--- src/rtl/core/geoeb_pkg.sv ---
`timescale 1ns / 1ps
// ----------------------------------------------------------------------------
// geoeb_pkg
// Word types, threshold table, base-32 alphabet and cell divisor constants
// for the geohash error bound encoder.
// ----------------------------------------------------------------------------
package geoeb_pkg;

  localparam int LEVELS = 19;
  localparam int CHARS  = 8;

  typedef struct packed {
    logic signed [31:0] longitude;
    logic signed [31:0] latitude;
    logic        [31:0] tolerance;
  } geo_in_t;

  typedef struct packed {
    logic [6:0] code_char0;
    logic [6:0] code_char1;
    logic [6:0] code_char2;
    logic [6:0] code_char3;
    logic [6:0] code_char4;
    logic [6:0] code_char5;
    logic [6:0] code_char6;
    logic [6:0] code_char7;
    logic [4:0] level_count;
    logic       out_of_range;
  } geo_out_t;

  // Error thresholds in 1e-9 degree, decreasing.
  localparam logic [31:0] TOL_THRESH [LEVELS] = '{
    32'd540000000, 32'd270000000, 32'd130000000, 32'd68000000, 32'd34000000,
    32'd17000000,  32'd8500000,   32'd4200000,   32'd2100000,  32'd1000000,
    32'd530000,    32'd260000,    32'd130000,    32'd65000,    32'd32000,
    32'd16000,     32'd8300,      32'd4100,      32'd2000
  };

  localparam logic signed [31:0] LON_HALF = 32'sd1800000000;
  localparam logic signed [31:0] LAT_HALF = 32'sd900000000;

  // Offset coordinate u (0..3.6e9) maps to cell index floor(u * 2^9 / CELL_DIV).
  localparam logic [21:0] CELL_DIV    = 22'd3515625;
  localparam logic [31:0] RECIP       = 32'd2562047788;
  localparam int          RECIP_SHIFT = 44;

  localparam logic [6:0] CHAR_BANG = 7'd33;

  localparam logic [255:0] ALPHABET = "0123456789bcdefghjkmnpqrstuvwxyz";

  function automatic logic [6:0] geo_char(input logic [4:0] idx);
    logic [7:0] c;
    c = ALPHABET[255 - 8 * int'(idx) -: 8];
    return c[6:0];
  endfunction

endpackage

--- src/rtl/core/geohash_error_bound_encoder.sv ---
`timescale 1ns / 1ps
// ----------------------------------------------------------------------------
// geohash_error_bound_encoder
// Encodes a point and error tolerance as a geohash of up to eight characters.
// ----------------------------------------------------------------------------
// Usage:
//   Input channel point_valid / point_ready carries one geo_in_t word
//   (longitude and latitude in 1e-7 degree, tolerance in 1e-9 degree).
//   Output channel code_valid / code_ready carries one geo_out_t word per
//   input word, in order.
//   From acceptance a word passes through the input register, offset and
//   depth, reciprocal multiply, remainder multiply, correction and
//   character encode into the result register. Throughput is one word
//   per cycle while code_ready is high; each stage is a plain register stage.
//   When the receiver holds code_ready low the result word holds and the
//   stages behind it fill up; point_ready drops only once every stage holds
//   a word. Each stage moves on as soon as the stage after it is free.
//   Reset empties all stages; no word is lost across a stall.
// ----------------------------------------------------------------------------
module geohash_error_bound_encoder (
  input  logic               clk,
  input  logic               rst,
  input  logic               point_valid,
  output logic               point_ready,
  input  geoeb_pkg::geo_in_t point,
  output logic               code_valid,
  input  logic               code_ready,
  output geoeb_pkg::geo_out_t code
);

  // Stage valid bits
  logic a_valid, b_valid, c_valid, d_valid;
  logic a_take, b_take, c_take, d_take, o_take;

  // Stage A: input register
  geoeb_pkg::geo_in_t a_word;

  // Stage B: offset coordinates and depth
  logic [31:0] b_ulon, b_ulat;
  logic [4:0]  b_depth;
  logic        b_oor;

  // Stage C: estimated cell index
  logic [31:0] c_ulon, c_ulat;
  logic [19:0] c_qlon, c_qlat;
  logic [4:0]  c_depth;
  logic        c_oor;

  // Stage D: back product for correction
  logic [31:0] d_ulon, d_ulat;
  logic [19:0] d_qlon, d_qlat;
  logic [41:0] d_tlon, d_tlat;
  logic [4:0]  d_depth;
  logic        d_oor;

  // Combinational values
  logic signed [32:0] lon_off, lat_off;
  logic [31:0]        ulon_next, ulat_next;
  logic               oor_next;
  logic [4:0]         depth_next;
  logic [63:0]        plon, plat;
  logic [41:0]        rlon, rlat;
  logic [19:0]        qlon_fix, qlat_fix;
  logic [18:0]        qlon, qlat;
  logic [37:0]        bits, mask;
  logic [39:0]        padded;
  logic [5:0]         nbits;
  logic [6:0]         chars [geoeb_pkg::CHARS];
  geoeb_pkg::geo_out_t code_next;

  assign o_take      = !code_valid || code_ready;
  assign d_take      = !d_valid || o_take;
  assign c_take      = !c_valid || d_take;
  assign b_take      = !b_valid || c_take;
  assign a_take      = !a_valid || b_take;
  assign point_ready = a_take;

  always_ff @(posedge clk) begin
    if (rst) begin
      a_valid    <= 1'b0;
      b_valid    <= 1'b0;
      c_valid    <= 1'b0;
      d_valid    <= 1'b0;
      code_valid <= 1'b0;
    end else begin
      if (a_take) a_valid <= point_valid;
      if (b_take) b_valid <= a_valid;
      if (c_take) c_valid <= b_valid;
      if (d_take) d_valid <= c_valid;
      if (o_take) code_valid <= d_valid;
    end
  end

  // Stage A -> B: range check, offset, depth
  always_comb begin
    lon_off   = 33'(a_word.longitude) + 33'(geoeb_pkg::LON_HALF);
    lat_off   = 33'(a_word.latitude) + 33'(geoeb_pkg::LAT_HALF);
    ulon_next = lon_off[31:0];
    ulat_next = {lat_off[30:0], 1'b0};
    oor_next  = (a_word.longitude < -geoeb_pkg::LON_HALF) ||
                (a_word.longitude > geoeb_pkg::LON_HALF) ||
                (a_word.latitude < -geoeb_pkg::LAT_HALF) ||
                (a_word.latitude > geoeb_pkg::LAT_HALF);
    depth_next = 5'd0;
    for (int i = 0; i < geoeb_pkg::LEVELS; i++) begin
      if (a_word.tolerance <= geoeb_pkg::TOL_THRESH[i]) depth_next = 5'(i + 1);
    end
    if (oor_next) depth_next = 5'd0;
  end

  // Stage B -> C: reciprocal multiply
  assign plon = 64'(b_ulon) * 64'(geoeb_pkg::RECIP);
  assign plat = 64'(b_ulat) * 64'(geoeb_pkg::RECIP);

  // Stage D -> out: remainder correction, interleave, encode
  always_comb begin
    rlon     = {1'b0, d_ulon, 9'd0} - d_tlon;
    rlat     = {1'b0, d_ulat, 9'd0} - d_tlat;
    qlon_fix = d_qlon + 20'(rlon >= 42'(geoeb_pkg::CELL_DIV));
    qlat_fix = d_qlat + 20'(rlat >= 42'(geoeb_pkg::CELL_DIV));
    qlon     = qlon_fix[19] ? 19'h7ffff : qlon_fix[18:0];
    qlat     = qlat_fix[19] ? 19'h7ffff : qlat_fix[18:0];
    for (int j = 0; j < geoeb_pkg::LEVELS; j++) begin
      bits[37 - 2 * j] = qlon[18 - j];
      bits[36 - 2 * j] = qlat[18 - j];
    end
    nbits = {d_depth, 1'b0};
    for (int p = 0; p < 38; p++) begin
      mask[37 - p] = (6'(p) < nbits);
    end
    padded = {bits & mask, 2'b00};
    for (int k = 0; k < geoeb_pkg::CHARS; k++) begin
      chars[k] = (6'(5 * k) < nbits) ? geoeb_pkg::geo_char(padded[39 - 5 * k -: 5]) : 7'd0;
    end
    code_next.code_char0   = d_oor ? geoeb_pkg::CHAR_BANG : chars[0];
    code_next.code_char1   = chars[1];
    code_next.code_char2   = chars[2];
    code_next.code_char3   = chars[3];
    code_next.code_char4   = chars[4];
    code_next.code_char5   = chars[5];
    code_next.code_char6   = chars[6];
    code_next.code_char7   = chars[7];
    code_next.level_count  = d_depth;
    code_next.out_of_range = d_oor;
  end

  always_ff @(posedge clk) begin
    if (a_take) a_word <= point;
    if (b_take) begin
      b_ulon  <= ulon_next;
      b_ulat  <= ulat_next;
      b_depth <= depth_next;
      b_oor   <= oor_next;
    end
    if (c_take) begin
      c_ulon  <= b_ulon;
      c_ulat  <= b_ulat;
      c_qlon  <= plon[geoeb_pkg::RECIP_SHIFT +: 20];
      c_qlat  <= plat[geoeb_pkg::RECIP_SHIFT +: 20];
      c_depth <= b_depth;
      c_oor   <= b_oor;
    end
    if (d_take) begin
      d_ulon  <= c_ulon;
      d_ulat  <= c_ulat;
      d_qlon  <= c_qlon;
      d_qlat  <= c_qlat;
      d_tlon  <= 42'(c_qlon) * 42'(geoeb_pkg::CELL_DIV);
      d_tlat  <= 42'(c_qlat) * 42'(geoeb_pkg::CELL_DIV);
      d_depth <= c_depth;
      d_oor   <= c_oor;
    end
    if (o_take) code <= code_next;
  end

endmodule

--- config.mk ---
export PLATFORM = sky130hd
export DESIGN_NAME = geohash_error_bound_encoder
export DESIGN_NICKNAME = d
export VERILOG_FILES = /design/src/rtl/core/geoeb_pkg.sv /design/src/rtl/core/geohash_error_bound_encoder.sv
export SDC_FILE = /design/constraint.sdc
export NUM_CORES = 2
export LEC_CHECK = 0
export BUFFER_PORTS_ARGS = -buffer_cell sky130_fd_sc_hd__buf_2
export CORE_UTILIZATION = 60
export CTS_CLUSTER_DIAMETER = 200
export CTS_CLUSTER_SIZE = 28
export DETAILED_ROUTE_END_ITERATION = 10
export PLACE_DENSITY = 0.8
export SYNTH_ARGS = -nofsm -noshare
export SYNTH_HDL_FRONTEND = slang
export SYNTH_SLANG_ARGS = --single-unit
--- constraint.sdc ---
create_clock -name clk -period 7.8 [get_ports clk]
set_input_delay 0.39 -clock clk [delete_from_list [all_inputs] [get_ports clk]]
set_output_delay 0.39 -clock clk [all_outputs]
set_load 0.005 [all_outputs]
==> results.sh <==
export IMPL_fin_area_sq_um=79800
export IMPL_crit_path_top_delay_cell="fa_2"
export IMPL_clk_latency_ps=650
export IMPL_min_period_over_period=0.982
export IMPL_status="completed"
export IMPL_reg2reg_from="b_ulon[20]"
export IMPL_dieArea_sq_um=123000
export IMPL_drive_above_1_share=0.0849
export IMPL_ys_warn_count=0
export IMPL_syn_area_per_cell_sq_um=10.8
export IMPL_crit_required_ps=8200
export IMPL_grt_setup_unrepaired="true"
export IMPL_synth_async_sr_flop_share=0
export IMPL_cts_buffer_depth=3
export IMPL_cap_violations=0
export IMPL_gp_congestion=1.02
export IMPL_worst_slew_pin_slew_ps=1060
export IMPL_syn_area_sq_um=72900
export IMPL_synth_main_ff_cell="edfxtp_1"
export IMPL_cts_tree="yes"
export IMPL_synth_edf_count=523
export IMPL_nets=9705
export IMPL_grt_pass1_wl_um=294000
export IMPL_cts_num_sinks=528
export IMPL_min_period_ps=7660
export IMPL_die_w_um=351
export IMPL_first_iter_violations=3344
export IMPL_worstSetupPathType="register to register"
export IMPL_fin_skew_ps=20.5
export IMPL_tns_ps=0
export IMPL_synth_cells=6726
export IMPL_relSlewSlack=0.292
export IMPL_wl_um=188000
export IMPL_max_freq_mhz=131
export IMPL_hpwl_um=160000
export IMPL_critical_path_max_stage_delay_ps=570
export IMPL_htreeDepth=1
export IMPL_dp_slack_ps=-322
export IMPL_root_buffer="clkbuf_16"
export IMPL_io_buffers=163
export IMPL_fin_ws_ps=139
export IMPL_synthesis_nets=9205
export IMPL_start_util=0.607
export IMPL_setup_viol=0
export IMPL_grt_pass1_vias=53300
export IMPL_hold_violations=0
export IMPL_min_from="code_ready"
export IMPL_rows=127
export IMPL_layout_cells_non_filler=8852
export IMPL_dr_total_vias=49500
export IMPL_yosysUniqueCellTypes=90
export IMPL_drt_pass1_iter_count=6
export IMPL_viasPerCell=5.59
export IMPL_dpl_cell_area_sq_um=77200
export IMPL_num_io_pins=164
export IMPL_yosysSeqAreaShare=0.217
export IMPL_cts_buffers=23
export IMPL_drv_slew=0
export IMPL_place_inst=8675
export IMPL_postRouteAntennaNets=0
export IMPL_routedWlPerCell_um=21.2
export IMPL_fill_cells=9084
export IMPL_antenna_found_initial=9
export IMPL_cts_reportedPaths_clkPinSlew_ps=110
export IMPL_grt_max_degree=82
export IMPL_hp_class="input pin to register"
export IMPL_critPathMaxFanout=3
export IMPL_cp_start_kind="register"
export IMPL_cp_common_cell="fa_2"
export IMPL_arrival_ps=8060
export IMPL_coreArea_sq_um=120000
export IMPL_worstSetupStartpoint="b_ulon[20]"
export IMPL_grt_overflow=0
export IMPL_synth_seq_cells=528
export IMPL_drcViolationCount=0
export IMPL_die_height_um=351
export IMPL_cp_end_kind="register"
export IMPL_syn_to_final_growth_pct=9.43
export IMPL_grtUsageTotal=0.316
## through the flow
step	utilization	hold WS [ps]
2_1_floorplan	-	400
3_3_place_gp	0.643	401
3_5_place_dp	0.643	405
4_1_cts	0.658	184
5_1_grt	0.664	266
6_report	0.664	238
## per-layer routing
| metal | wire (um) | vias to the layer above | part of all wire | track usage |
|---|---|---|---|---|
| met1 | 76000 | 24400 | 0.40 | 0.416 |
| li1 | - | 22600 | - | - |
| met3 | 17400 | 430 | 0.092 | 0.0771 |
| met4 | 7700 | 8 | 0.041 | 0.110 |
| met2 | 86900 | 1963 | 0.46 | 0.511 |
| met5 | 47 | - | 0.00025 | 0 |
## cell families (layout without fill, tap and decap cells)
| logic type | count (synthesis) | count (layout) | share of synthesized area |
|---|---|---|---|
| compound gates | 763 | 763 | 0.0681 |
| xor+xnor | 216 | 216 | 0.0260 |
| fa+ha+maj | 2379 | 2379 | 0.527 |
| buf+inv | 2007 | 2517 | 0.103 |
| flops | 528 | 528 | 0.217 |
| mux | 20 | 20 | 0.00285 |
| other cells | 0 | 4 | 0 |
| simple gates | 813 | 813 | 0.0561 |
## cell usage after synthesis (all sizes together), types with 20 or more instances
| master | count | area, sq um |
|---|---|---|
| edfxtp | 523 | 15700 |
| nand2b | 30 | 188 |
| o21bai | 21 | 158 |
| and3 | 30 | 188 |
| nor3 | 61 | 305 |
| o211ai | 20 | 155 |
| nor4 | 30 | 194 |
| xor2 | 88 | 771 |
| o21ai | 145 | 729 |
| inv | 1965 | 7380 |
| nor2 | 198 | 743 |
| fa | 1149 | 23000 |
| nand2 | 197 | 739 |
| xnor2 | 128 | 1120 |
| a31oi | 38 | 244 |
| or3 | 25 | 156 |
| nand4 | 52 | 325 |
| nand3 | 67 | 335 |
| ha | 1230 | 15400 |
| o21a | 40 | 300 |
| a21o | 96 | 721 |
| a21oi | 227 | 1140 |
| nor2b | 32 | 200 |
| clkbuf | 40 | 150 |
| a211oi | 22 | 165 |
## placed cells by master, fill, tap and decap left out, types with 32 or more instances in the layout
cell	synthesis	layout
inv_1	1965	1936
ha_1	1230	1211
fa_1	1149	1117
edfxtp_1	523	523
buf_4	0	248
a21oi_1	226	218
nor2_1	198	198
nand2_1	197	191
buf_2	0	163
o21ai_0	141	131
xnor2_1	128	128
dlygate4sd3_1	0	98
a21o_1	96	96
xor2_1	88	88
nand3_1	67	64
nor3_1	61	59
nand4_1	52	52
o21a_1	40	40
a31oi_1	37	35
nor2b_1	32	32
fa_2	0	32
## worst paths after layout
kind / slack (ps) / cells past startpoint / to
max: 140 / 27 / c_qlon[17]
min: 240 / 5 / code_valid
max reg2reg: 140 / 27 / c_qlon[17]
min reg2reg: 410 / 0 / d_ulon[12]
## flip-flops by register name, indices dropped and copies added, names as in the netlist, 20 cells and up
name and cells:
a_word 96, code 62, d_tlat 39, d_tlon 39, b_ulon 32, c_ulon 32, d_ulon 32, b_ulat 31
c_ulat 31, d_ulat 31, c_qlat 20, c_qlon 20, d_qlat 20, d_qlon 20
## critical path: cells and delay by family, from the launching register on
family | cells | cell delay [ps]
flip-flops | 1 | 430
AO/OA/AOI/OAI | 5 | 1230
AND/OR/NAND/NOR | 5 | 690
buffers and inverters | 8 | 770
adder cells (fa/ha/maj) | 9 | 4290
## what timing repair did
item                                    CTS  global route
endpoints found under the setup margin   16            24
endpoints found under the hold margin   101             0
buffers inserted                         13            28
gates resized for setup                  20           130
hold buffers                             98             0
pin swaps                                 8           120
## cell type report
| type | count | area (sq um) | share of cell area |
|---|---|---|---|
| Multi-Input combinational cell | 4191 | 50100 | 0.629 |
| Sequential cell | 528 | 15800 | 0.198 |
| Inverter | 1965 | 7380 | 0.0925 |
| Timing Repair Buffer | 517 | 3760 | 0.0471 |
| Tap cell | 1612 | 2020 | 0.0253 |
| Clock buffer | 31 | 606 | 0.00759 |
| Clock inverter | 4 | 45.0 | 0.000565 |
| Antenna cell | 4 | 10.0 | 0.000126 |
Power is left out: the tool's default activity adds up to more than one toggle a clock period on the data nets, which glitch-free logic cannot reach.
